## config.mk

```make
export PLATFORM = sky130hd
export DESIGN_NAME = escape_stuffing_packetizer_top
export DESIGN_NICKNAME = d
export VERILOG_FILES = /design/src/rtl/core/espk_pkg.sv /design/src/rtl/core/espk_encode.sv /design/src/rtl/core/espk_emit.sv /design/src/rtl/core/escape_stuffing_packetizer_top.sv
export SDC_FILE = /design/constraint.sdc
export NUM_CORES = 1
export LEC_CHECK = 0
export ABC_CLOCK_PERIOD_IN_PS = 3600
export BUFFER_PORTS_ARGS = -buffer_cell sky130_fd_sc_hd__buf_2
export CORE_MARGIN = 5
export CORE_UTILIZATION = 47
export DETAILED_ROUTE_END_ITERATION = 16
export PLACE_DENSITY = 0.72
export SLEW_MARGIN = 5
export SYNTH_ARGS = -nofsm -noshare
export SYNTH_HDL_FRONTEND = slang
export SYNTH_HIERARCHICAL = 1
export SYNTH_SLANG_ARGS = --single-unit
```

## constraint.sdc

```tcl
create_clock -name i_clk -period 3.6 [get_ports i_clk]
set_input_delay 0.54 -clock i_clk [delete_from_list [all_inputs] [get_ports i_clk]]
set_output_delay 0.54 -clock i_clk [all_outputs]
set_load 0.02 [all_outputs]
```

## src/rtl/core/espk_pkg.sv

```systemverilog
package espk_pkg;

    // Default packet size in bytes
    localparam int PACKET_BYTES_DEF = 64;

    // Prefix codes on the wire
    localparam logic [7:0] CODE_ESC = 8'hF0;
    localparam logic [7:0] CODE_EOI = 8'hF1;

    // Result slots of one request, in wire order
    localparam int SLOT_PRE  = 0;   // boundary before the request
    localparam int SLOT_PFX  = 1;   // escape or EOI prefix
    localparam int SLOT_DAT  = 2;   // the data byte itself
    localparam int SLOT_POST = 3;   // boundary after the final byte
    localparam int NUM_SLOTS = 4;

    // One accepted input request
    typedef struct packed {
        logic [7:0] data;
        logic       fin;
        logic       eoi;
    } t_item;

    // Encoded results of one request, still to be sent
    typedef struct packed {
        logic [NUM_SLOTS-1:0] slots;
        logic [7:0]           prefix;
        logic [7:0]           data;
    } t_plan;

    // One result on the output side
    typedef struct packed {
        logic [7:0] out_byte;
        logic       close;
        logic       payload;
        logic       last;
    } t_result;

endpackage

```

## src/rtl/core/espk_encode.sv

```systemverilog
module espk_encode #(
    parameter int PACKET_BYTES = espk_pkg::PACKET_BYTES_DEF
) (
    input  logic             i_clk,
    input  logic             i_rst_n,
    input  espk_pkg::t_item  i_item,
    input  logic             i_take,
    output espk_pkg::t_plan  o_plan
);

    localparam int FW = $clog2(PACKET_BYTES + 1);

    logic [FW-1:0] r_fill;
    logic [FW-1:0] n_fill;
    logic          mark_eoi;
    logic          esc;
    logic          pair;
    logic [FW:0]   need;
    logic [FW:0]   sum;
    logic          pre_close;

    // Classify the byte and work out how many wire bytes it takes
    always_comb begin
        mark_eoi  = i_item.fin && i_item.eoi;
        esc       = (i_item.data == espk_pkg::CODE_ESC) || (i_item.data == espk_pkg::CODE_EOI);
        pair      = mark_eoi || esc;
        need      = pair ? (FW+1)'(2) : (FW+1)'(1);
        sum       = {1'b0, r_fill} + need;
        pre_close = sum > (FW+1)'(PACKET_BYTES);
    end

    // Build the list of results for this request
    always_comb begin
        o_plan                           = '0;
        o_plan.slots[espk_pkg::SLOT_PRE]  = pre_close;
        o_plan.slots[espk_pkg::SLOT_PFX]  = pair;
        o_plan.slots[espk_pkg::SLOT_DAT]  = 1'b1;
        o_plan.slots[espk_pkg::SLOT_POST] = i_item.fin;
        o_plan.prefix = mark_eoi ? espk_pkg::CODE_EOI : espk_pkg::CODE_ESC;
        o_plan.data   = i_item.data;
    end

    // Advance the packet fill level
    always_comb begin
        n_fill = r_fill;
        if (i_take) begin
            if (i_item.fin) begin
                n_fill = '0;
            end else if (pre_close) begin
                n_fill = need[FW-1:0];
            end else begin
                n_fill = sum[FW-1:0];
            end
        end
    end

    always_ff @(posedge i_clk) begin
        if (!i_rst_n) begin
            r_fill <= '0;
        end else begin
            r_fill <= n_fill;
        end
    end

    // Fill level stays within one packet
    a_fill_bound: assert property (@(posedge i_clk) disable iff (!i_rst_n)
        {1'b0, r_fill} <= (FW+1)'(PACKET_BYTES))
        else $error("packet fill beyond packet size");

    // A final byte leaves an empty packet behind
    a_fin_empty: assert property (@(posedge i_clk) disable iff (!i_rst_n)
        i_take && i_item.fin |=> r_fill == '0)
        else $error("packet not emptied after final byte");

endmodule

```

## src/rtl/core/espk_emit.sv

```systemverilog
module espk_emit (
    input  logic               i_clk,
    input  logic               i_rst_n,
    input  logic               i_load,
    input  espk_pkg::t_plan    i_plan,
    output logic               o_ready,
    output logic               o_out_valid,
    output espk_pkg::t_result  o_out,
    input  logic               i_out_ready
);

    logic [espk_pkg::NUM_SLOTS-1:0] r_slots;
    logic [espk_pkg::NUM_SLOTS-1:0] n_slots;
    logic [espk_pkg::NUM_SLOTS-1:0] first;
    logic [7:0]                     r_prefix;
    logic [7:0]                     r_data;
    logic                           r_post;
    logic                           r_out_valid;
    espk_pkg::t_result              r_out;
    espk_pkg::t_result              n_out;
    logic                           mv;
    logic                           pop;
    logic                           single;

    // Pick the earliest pending slot
    always_comb begin
        mv      = !r_out_valid || i_out_ready;
        pop     = mv && (r_slots != '0);
        first   = r_slots & (~r_slots + 1'b1);
        single  = (r_slots & (r_slots - 1'b1)) == '0;
        o_ready = (r_slots == '0) || (pop && single);
    end

    // Form the result of the chosen slot
    always_comb begin
        n_out = '0;
        if (first[espk_pkg::SLOT_PRE]) begin
            n_out.close = 1'b1;
        end else if (first[espk_pkg::SLOT_PFX]) begin
            n_out.out_byte = r_prefix;
        end else if (first[espk_pkg::SLOT_DAT]) begin
            n_out.out_byte = r_data;
            n_out.payload  = 1'b1;
            n_out.last     = !r_post;
        end else begin
            n_out.close = 1'b1;
            n_out.last  = 1'b1;
        end
    end

    // Drop sent slots, load the next request
    always_comb begin
        n_slots = r_slots;
        if (i_load) begin
            n_slots = i_plan.slots;
        end else if (pop) begin
            n_slots = r_slots & ~first;
        end
    end

    always_ff @(posedge i_clk) begin
        if (!i_rst_n) begin
            r_slots     <= '0;
            r_out_valid <= 1'b0;
        end else begin
            r_slots <= n_slots;
            if (pop) begin
                r_out_valid <= 1'b1;
            end else if (i_out_ready) begin
                r_out_valid <= 1'b0;
            end
        end
    end

    always_ff @(posedge i_clk) begin
        if (i_load) begin
            r_prefix <= i_plan.prefix;
            r_data   <= i_plan.data;
            r_post   <= i_plan.slots[espk_pkg::SLOT_POST];
        end
        if (pop) begin
            r_out <= n_out;
        end
    end

    assign o_out_valid = r_out_valid;
    assign o_out       = r_out;

    // A new request never overwrites slots still pending
    a_no_overwrite: assert property (@(posedge i_clk) disable iff (!i_rst_n)
        i_load |-> (r_slots == '0) || (pop && single))
        else $error("request loaded over pending results");

    // Every loaded request carries its data byte
    a_has_data: assert property (@(posedge i_clk) disable iff (!i_rst_n)
        i_load |-> i_plan.slots[espk_pkg::SLOT_DAT])
        else $error("request without data slot");

endmodule

```

## src/rtl/core/escape_stuffing_packetizer_top.sv

```systemverilog
// Byte-stuffing escape encoder with packet framing. Each input request carries
// one data byte (tdata), the last-byte-of-write flag (tlast) and end-with-EOI
// (tuser). Bytes 0xF0 and 0xF1 go out as 0xF0 followed by the byte; a final
// byte with end-with-EOI goes out as 0xF1 followed by the byte. Bytes are packed
// into packets of at most PACKET_BYTES; a boundary result (tuser[0] high, tdata
// zero) closes a packet before a byte or pair that would not fit, and after
// every final byte. tlast marks the last result of each input request. One
// result leaves per cycle while the output is ready; a request produces one to
// four results, and the input register takes a new request as soon as the
// emitter starts the last result of the previous.
module escape_stuffing_packetizer_top #(
    parameter int PACKET_BYTES = espk_pkg::PACKET_BYTES_DEF
) (
    input  logic       i_clk,
    input  logic       i_rst_n,
    input  logic       i_s_tvalid,
    output logic       o_s_tready,
    input  logic [7:0] i_s_tdata,   // [7:0] data_byte
    input  logic       i_s_tlast,   // final_byte
    input  logic       i_s_tuser,   // end_with_eoi
    output logic       o_m_tvalid,
    input  logic       i_m_tready,
    output logic [7:0] o_m_tdata,   // [7:0] out_byte
    output logic [1:0] o_m_tuser,   // [0] packet_close, [1] is_payload
    output logic       o_m_tlast    // run_last
);

    logic               r_in_valid;
    espk_pkg::t_item    r_in;
    logic               take;
    logic               emit_ready;
    espk_pkg::t_plan    plan;
    espk_pkg::t_result  res;

    // Hand the held request to the emitter when it can take it
    assign take       = r_in_valid && emit_ready;
    assign o_s_tready = !r_in_valid || take;

    always_ff @(posedge i_clk) begin
        if (!i_rst_n) begin
            r_in_valid <= 1'b0;
        end else if (o_s_tready) begin
            r_in_valid <= i_s_tvalid;
        end
    end

    always_ff @(posedge i_clk) begin
        if (o_s_tready && i_s_tvalid) begin
            r_in.data <= i_s_tdata;
            r_in.fin  <= i_s_tlast;
            r_in.eoi  <= i_s_tuser;
        end
    end

    espk_encode #(
        .PACKET_BYTES(PACKET_BYTES)
    ) u_encode (
        .i_clk  (i_clk),
        .i_rst_n(i_rst_n),
        .i_item (r_in),
        .i_take (take),
        .o_plan (plan)
    );

    espk_emit u_emit (
        .i_clk      (i_clk),
        .i_rst_n    (i_rst_n),
        .i_load     (take),
        .i_plan     (plan),
        .o_ready    (emit_ready),
        .o_out_valid(o_m_tvalid),
        .o_out      (res),
        .i_out_ready(i_m_tready)
    );

    assign o_m_tdata = res.out_byte;
    assign o_m_tuser = {res.payload, res.close};
    assign o_m_tlast = res.last;

endmodule
```

== Word-level counts from Yosys, hierarchy flattened ==
Index checks and enable logic that the tools add are counted.

* Add/sub/neg operators: 3
* Magnitude comparators: 1
* Eq/ne operators: 2
* Mux-type cells: 14
* Bitwise operators: 5
* Reductions and logical operators: 19

{| class="wikitable"
|+ Operator list
! kind !! count
|-
| 8-bit == test (second input constant) || 2
|-
| 8-bit two-way mux || 2
|-
| 7-bit two-way mux || 2
|-
| 4-bit bitwise AND || 3
|-
| 7-bit by 8-bit adder with 8-bit output || 1
|-
| 8-bit by 7-bit greater-than comparator with 1-bit output (second input constant) || 1
|-
| 4-bit logical NOT || 2
|-
| 4-bit two-way mux || 2
|-
| 4-bit NOT || 2
|-
| 1-bit two-way mux || 6
|-
| 1-bit logical AND || 5
|-
| 1-bit logical OR || 5
|-
| 4-bit by 1-bit adder with 4-bit output (second input constant) || 1
|-
| 2-bit nonzero test || 2
|-
| 4-bit nonzero test || 1
|-
| 4-bit by 1-bit subtractor with 4-bit output (second input constant) || 1
|-
| 1-bit logical NOT || 3
|-
| 3-bit two-way mux || 1
|-
| 2-bit two-way mux || 1
|-
| 2-bit OR reduction || 1
|}

* Flip-flop bits (word level): 51
* Bits of input ports: 14
* Output and inout port bits: 13

== Logic depth before layout (Yosys ltp) ==
* Depth in word-level cells: 8
* Mapped depth: 14
* Depth with buffers taken out: 13

== Cells and area by module ==
The synthesis kept the hierarchy.

{| class="wikitable"
|+ Modules (own cells, without submodules)
! module !! instances !! cells each !! area each (um^2) !! seq. area each (um^2)
|-
| espk_emit || 1 || 81 || 1237.4 || 940.9
|-
| espk_encode || 1 || 98 || 747.0 || 140.1
|-
| escape_stuffing_packetizer_top || 1 || 16 || 365.4 || 320.3
|}

== Least setup slack after synthesis ==
No wires, ideal clock.

* Kind: reg-to-reg
* From: register r_in[1] (netlist name)
* To: register u_encode.r_fill[6]
* Data arrival time: 3.005 ns
* Slack: 0.525 ns
* Stages on the path, launching flop included: 11
* Path buffers: 0
* Clock period less this slack: 3.075 ns
* Cells stage by stage: edfxtp_1 and2_1 nor2_1 ha_1 inv_1 fa_1 nand3b_1 or4_4 a211o_1 or4_1 a21oi_1

* Longest elaborated chain between the ends: 7

{| class="wikitable"
|+ Ends and longest elaborated chain
! item !! RTL line !! text
|-
| start, declared || escape_stuffing_packetizer_top.sv:29 || <nowiki>espk_pkg::t_item r_in;</nowiki>
|-
| 1-bit logical AND (*) || espk_encode.sv:24 || <nowiki>mark_eoi = i_item.fin && i_item.eoi;</nowiki>
|-
| named net u_encode.mark_eoi || espk_encode.sv:15 || <nowiki>logic mark_eoi;</nowiki>
|-
| 1-bit logical OR (*) || espk_encode.sv:26 || <nowiki>pair = mark_eoi || esc;</nowiki>
|-
| 2-bit two-way mux (*) || espk_encode.sv:27 || <nowiki>need = pair ? (FW+1)'(2) : (FW+1)'(1);</nowiki>
|-
| 7-bit by 8-bit adder with 8-bit output (*) || espk_encode.sv:28 || <nowiki>sum = {1'b0, r_fill} + need;</nowiki>
|-
| 8-bit by 7-bit greater-than comparator with 1-bit output || espk_encode.sv:29 || <nowiki>pre_close = sum > (FW+1)'(PACKET_BYTES);</nowiki>
|-
| 7-bit two-way mux (*) || espk_encode.sv:49 || <nowiki>end else if (pre_close) begin</nowiki>
|-
| 7-bit two-way mux (*) || espk_encode.sv:47 || <nowiki>if (i_item.fin) begin</nowiki>
|-
| end signal, assigned || espk_encode.sv:61 || <nowiki>r_fill <= n_fill;</nowiki>
|-
| end, declared || espk_encode.sv:13 || <nowiki>logic [FW-1:0] r_fill;</nowiki>
|}

The timed path passes the listed nets; every way through them passes the cells marked *.
A chain may end at the register's enable or synchronous reset.

== Worst setup path after layout ==
* From: register r_in[1] (netlist name)
* To: register u_encode.r_fill[6]

* Longest elaborated chain between the ends: 7

{| class="wikitable"
|+ Ends and longest elaborated chain
! item !! RTL line
|-
| 1-bit logical AND || espk_encode.sv:24
|-
| 1-bit logical OR || espk_encode.sv:26
|-
| 2-bit two-way mux || espk_encode.sv:27
|-
| 7-bit by 8-bit adder with 8-bit output || espk_encode.sv:28
|-
| 8-bit by 7-bit greater-than comparator with 1-bit output || espk_encode.sv:29
|-
| 7-bit two-way mux || espk_encode.sv:49
|-
| 7-bit two-way mux (*) || espk_encode.sv:47
|}

Mark *: on every way between the ends. The rest lies on a longest branch, timed or not.

==> results_dict.tcl <==
set metrics [dict create \
    dominantRegCellSynth "sky130_fd_sc_hd__edfxtp_1" \
    min_delay_worst_endpoint "r_in[7]$_DFFE_PP_" \
    startpoint_type "register" \
    run_status "finished clean" \
    vias_per_cell 5.19 \
    grt_first_pass_wirelength_um 6310 \
    route.final.wire_length_um 3780 \
    min-delay-path-class "input port to register" \
    fin_crit_ns 3.45 \
    layout.cells.most_common "sky130_fd_sc_hd__edfxtp_1" \
    routabilityCongestion 0.872 \
    number_of_global_route_vias_before_repair 1317 \
    synth.avg_cell_area_um2 12.1 \
    final-hold-violation-count 0 \
    dp_cells 269 \
    async_flop_share 0 \
    layoutNonFillerInstCount 277 \
    portbufs 26 \
    drt-wirelength-per-cell_um 13.7 \
    cts_resized 0 \
    cp.required_ns 3.84 \
    layout_common_cells "sky130_fd_sc_hd__edfxtp_1 (38), sky130_fd_sc_hd__buf_2 (26), sky130_fd_sc_hd__nor2_1 (16)" \
    clock_path_buffers 2 \
    dieArea_um2 6510 \
    worst_slew_margin_rel 0.455 \
    hold-worst-slack_ns 0.402 \
    floorplan.core_area_um2 4790 \
    tritoncts_clock_tree "done" \
    synth_area_um2 2350 \
    cts_root_buffer "sky130_fd_sc_hd__clkbuf_8" \
    fin_worst_skew_ns 0.00454 \
    drt.antenna.violating_nets 0 \
    final.setup.worst_slack_ns 0.146 \
    cts-htree-levels 2 \
    critical_path.reg2reg.startpoint "r_in[1]$_DFFE_PP_" \
    fill_cells 428 \
    clock_pin_slew_on_the_worst_setup_and_hold_paths_ns 0.09 \
    insertedDiodeCount 0 \
    timing.fmax_mhz 290 \
    holdCritStartpoint "i_s_tdata[5]" \
    synth_area_leader_cell "sky130_fd_sc_hd__edfxtp_1" \
    area_delta_synth_final_pct 6.39 \
    r2r_setup_slack_ns 0.15 \
    setup_viol 0 \
    setup_repair_after_global_routing_missed_its_margin "no" \
    power-per-cell-area_nw_per_um2 435 \
    setup-tns-final_ns 0 \
    cap_viol_max_count 0 \
    critPathKind "register to register" \
    antenna_found_initial 0 \
    drtIter0Drc 104 \
    synthTopCellsByArea "sky130_fd_sc_hd__edfxtp_1 (49%), sky130_fd_sc_hd__dfxtp_1 (11%), sky130_fd_sc_hd__buf_4 (6.4%)" \
    worst-r2r-cell-count 10 \
    global_route_usage_over_all_layers 0.126 \
    cts.repair_timing.setup_buffer_count 0 \
    row_count 25 \
    post_synth_inst_count 195 \
    final-max-slew-violation-count 0 \
    synth.lib_cells_used.distinct 52 \
    ctsHoldBuffers 0 \
    synth_enable_flop_cells 38 \
    top_level_ports 27 \
    fp.dieH_um 80.7 \
    arrival_ns 3.70 \
    p_leak_nw 0.909 \
    area_share_of_the_largest_cell_type_after_synthesis 0.486 \
    remaining_overflow_grt 0 \
    detailroute.via_count 1438 \
    critical_path.endpoint_type "register" \
    final_layout_size_suffix_gt1_frac 0.219 \
    hold-path-cell-count 1 \
    die_width_um 80.7 \
    r2r_end "u_encode/r_fill[6]$_SDFFE_PN0P_" \
    dp_worst_setup_slack_ns 0.221 \
    first_pass_iters 4 \
    placed_cell_area_um2 2400 \
    detail_route.drc_violations 0 \
    power.ir.vdd_worst_mv 0.265 \
    timing.critical_path.fanout_max 7 \
    hpwlAfterDp_um 2690 \
    grt_start_max_net_pins 34 \
    finalCritPeriodShare 0.959 \
    cts_buffers 5 \
    start_util 0.491 \
    stdcell_area_um2 2500 \
    seq_area_frac_synth 0.596 \
    finish.net_count 226 \
    clock_latency_ns 0.30 \
    clkSinkCount 51 \
    tightest_slew_ns 0.814 \
    ys_warns 6 \
    ys_seq_elements 51 \
]
-- area by class of cell --
| class | instances | area, um^2 | share of cell area |
|---|---|---|---|
| inverters | 9 | 33.8 | 0.0135 |
| well taps | 67 | 83.8 | 0.0335 |
| multi-input cells | 116 | 756 | 0.302 |
| flip-flops and latches | 51 | 1400 | 0.561 |
| repair buffers | 26 | 130 | 0.0521 |
| clock buffers | 5 | 68.8 | 0.0275 |
| clock inverters | 3 | 26.3 | 0.0105 |
-- layer usage --
layer / global-route usage / vias up / routed length [um]
li1: - / 718 / -
met3: 0.0381 / 7 / 256
met1: 0.174 / 674 / 1810
met2: 0.190 / 39 / 1650
met4: 0.0456 / 0 / 59
met5: 0 / - / 0
-- power breakdown --
part	leakage (nW)	switching, mW	internal (mW)
combinational	0.404	0.0489	0.0285
clock	0.0491	0.193	0.143
sequential	0.456	0.0116	0.663
total	0.909	0.254	0.834
-- logic make-up after synthesis --
logic type / Yosys count / synth area share
other: 2 / 0.00320
adder cells (fa/ha/maj): 4 / 0.0234
AND/OR/NAND/NOR: 59 / 0.143
buffers and inverters: 34 / 0.0916
flip-flops: 51 / 0.596
multiplexers: 1 / 0.00479
XOR/XNOR: 1 / 0.00373
AO/OA/AOI/OAI: 43 / 0.134
-- state kept, by name, summed over array words and instances (netlist names) --
register	count
u_emit/o_out	11
r_in	10
u_emit/r_data	8
u_emit/r_prefix	8
u_encode/r_fill	7
u_emit/r_slots	4
r_in_valid	1
u_emit/o_out_valid	1
u_emit/r_post	1
-- cell usage after synthesis, types with 3 or more instances --
| library cell | n |
|---|---|
| sky130_fd_sc_hd__a211oi_1 | 3 |
| sky130_fd_sc_hd__nand3b_1 | 3 |
| sky130_fd_sc_hd__a22oi_1 | 8 |
| sky130_fd_sc_hd__and2_1 | 3 |
| sky130_fd_sc_hd__nand2b_1 | 5 |
| sky130_fd_sc_hd__nand3_1 | 3 |
| sky130_fd_sc_hd__buf_2 | 3 |
| sky130_fd_sc_hd__nor2b_1 | 4 |
| sky130_fd_sc_hd__nand2_1 | 8 |
| sky130_fd_sc_hd__or3_1 | 3 |
| sky130_fd_sc_hd__nor2_1 | 16 |
| sky130_fd_sc_hd__buf_4 | 20 |
| sky130_fd_sc_hd__a21oi_1 | 8 |
| sky130_fd_sc_hd__o211ai_1 | 3 |
| sky130_fd_sc_hd__o21ai_0 | 5 |
| sky130_fd_sc_hd__dfxtp_1 | 13 |
| sky130_fd_sc_hd__inv_1 | 8 |
| sky130_fd_sc_hd__edfxtp_1 | 38 |
-- critical path, cell delays in order, from the launching register on --
cell and delay, ns:
sky130_fd_sc_hd__edfxtp_1 0.45, sky130_fd_sc_hd__and2_1 0.18, sky130_fd_sc_hd__nor2_1 0.37, sky130_fd_sc_hd__ha_1 0.26
sky130_fd_sc_hd__inv_1 0.05, sky130_fd_sc_hd__fa_1 0.51, sky130_fd_sc_hd__nand3b_1 0.08, sky130_fd_sc_hd__or4_4 0.42
sky130_fd_sc_hd__a211o_1 0.38, sky130_fd_sc_hd__or4_1 0.54, sky130_fd_sc_hd__a21oi_1 0.15
-- stage by stage --
| stage | util | total power, mW |
|---|---|---|
| 6_report | 0.522 | 1.09 |
| 3_3_place_gp | 0.502 | 0.763 |
| 3_5_place_dp | 0.502 | 0.765 |
| 4_1_cts | 0.522 | 1.10 |
| 5_1_grt | 0.522 | 1.14 |
| 2_1_floorplan | - | 0.757 |
-- how the worst max path moves through the flow --
stage,from,end,slack (ns),depth (start not counted)
6_report,r_in[1]$_DFFE_PP_,u_encode/r_fill[6]$_SDFFE_PN0P_,0.15,10
3_3_place_gp,r_in[1]$_DFFE_PP_,u_encode/r_fill[6]$_SDFFE_PN0P_,0.37,10
2_1_floorplan,r_in[1]$_DFFE_PP_,u_encode/r_fill[6]$_SDFFE_PN0P_,0.53,10
3_5_place_dp,r_in[1]$_DFFE_PP_,u_encode/r_fill[6]$_SDFFE_PN0P_,0.22,10
4_1_cts,r_in[1]$_DFFE_PP_,u_encode/r_fill[6]$_SDFFE_PN0P_,0.19,10
5_1_grt,r_in[1]$_DFFE_PP_,u_encode/r_fill[6]$_SDFFE_PN0P_,0.008,10
(Power assumes the default switching activity.)
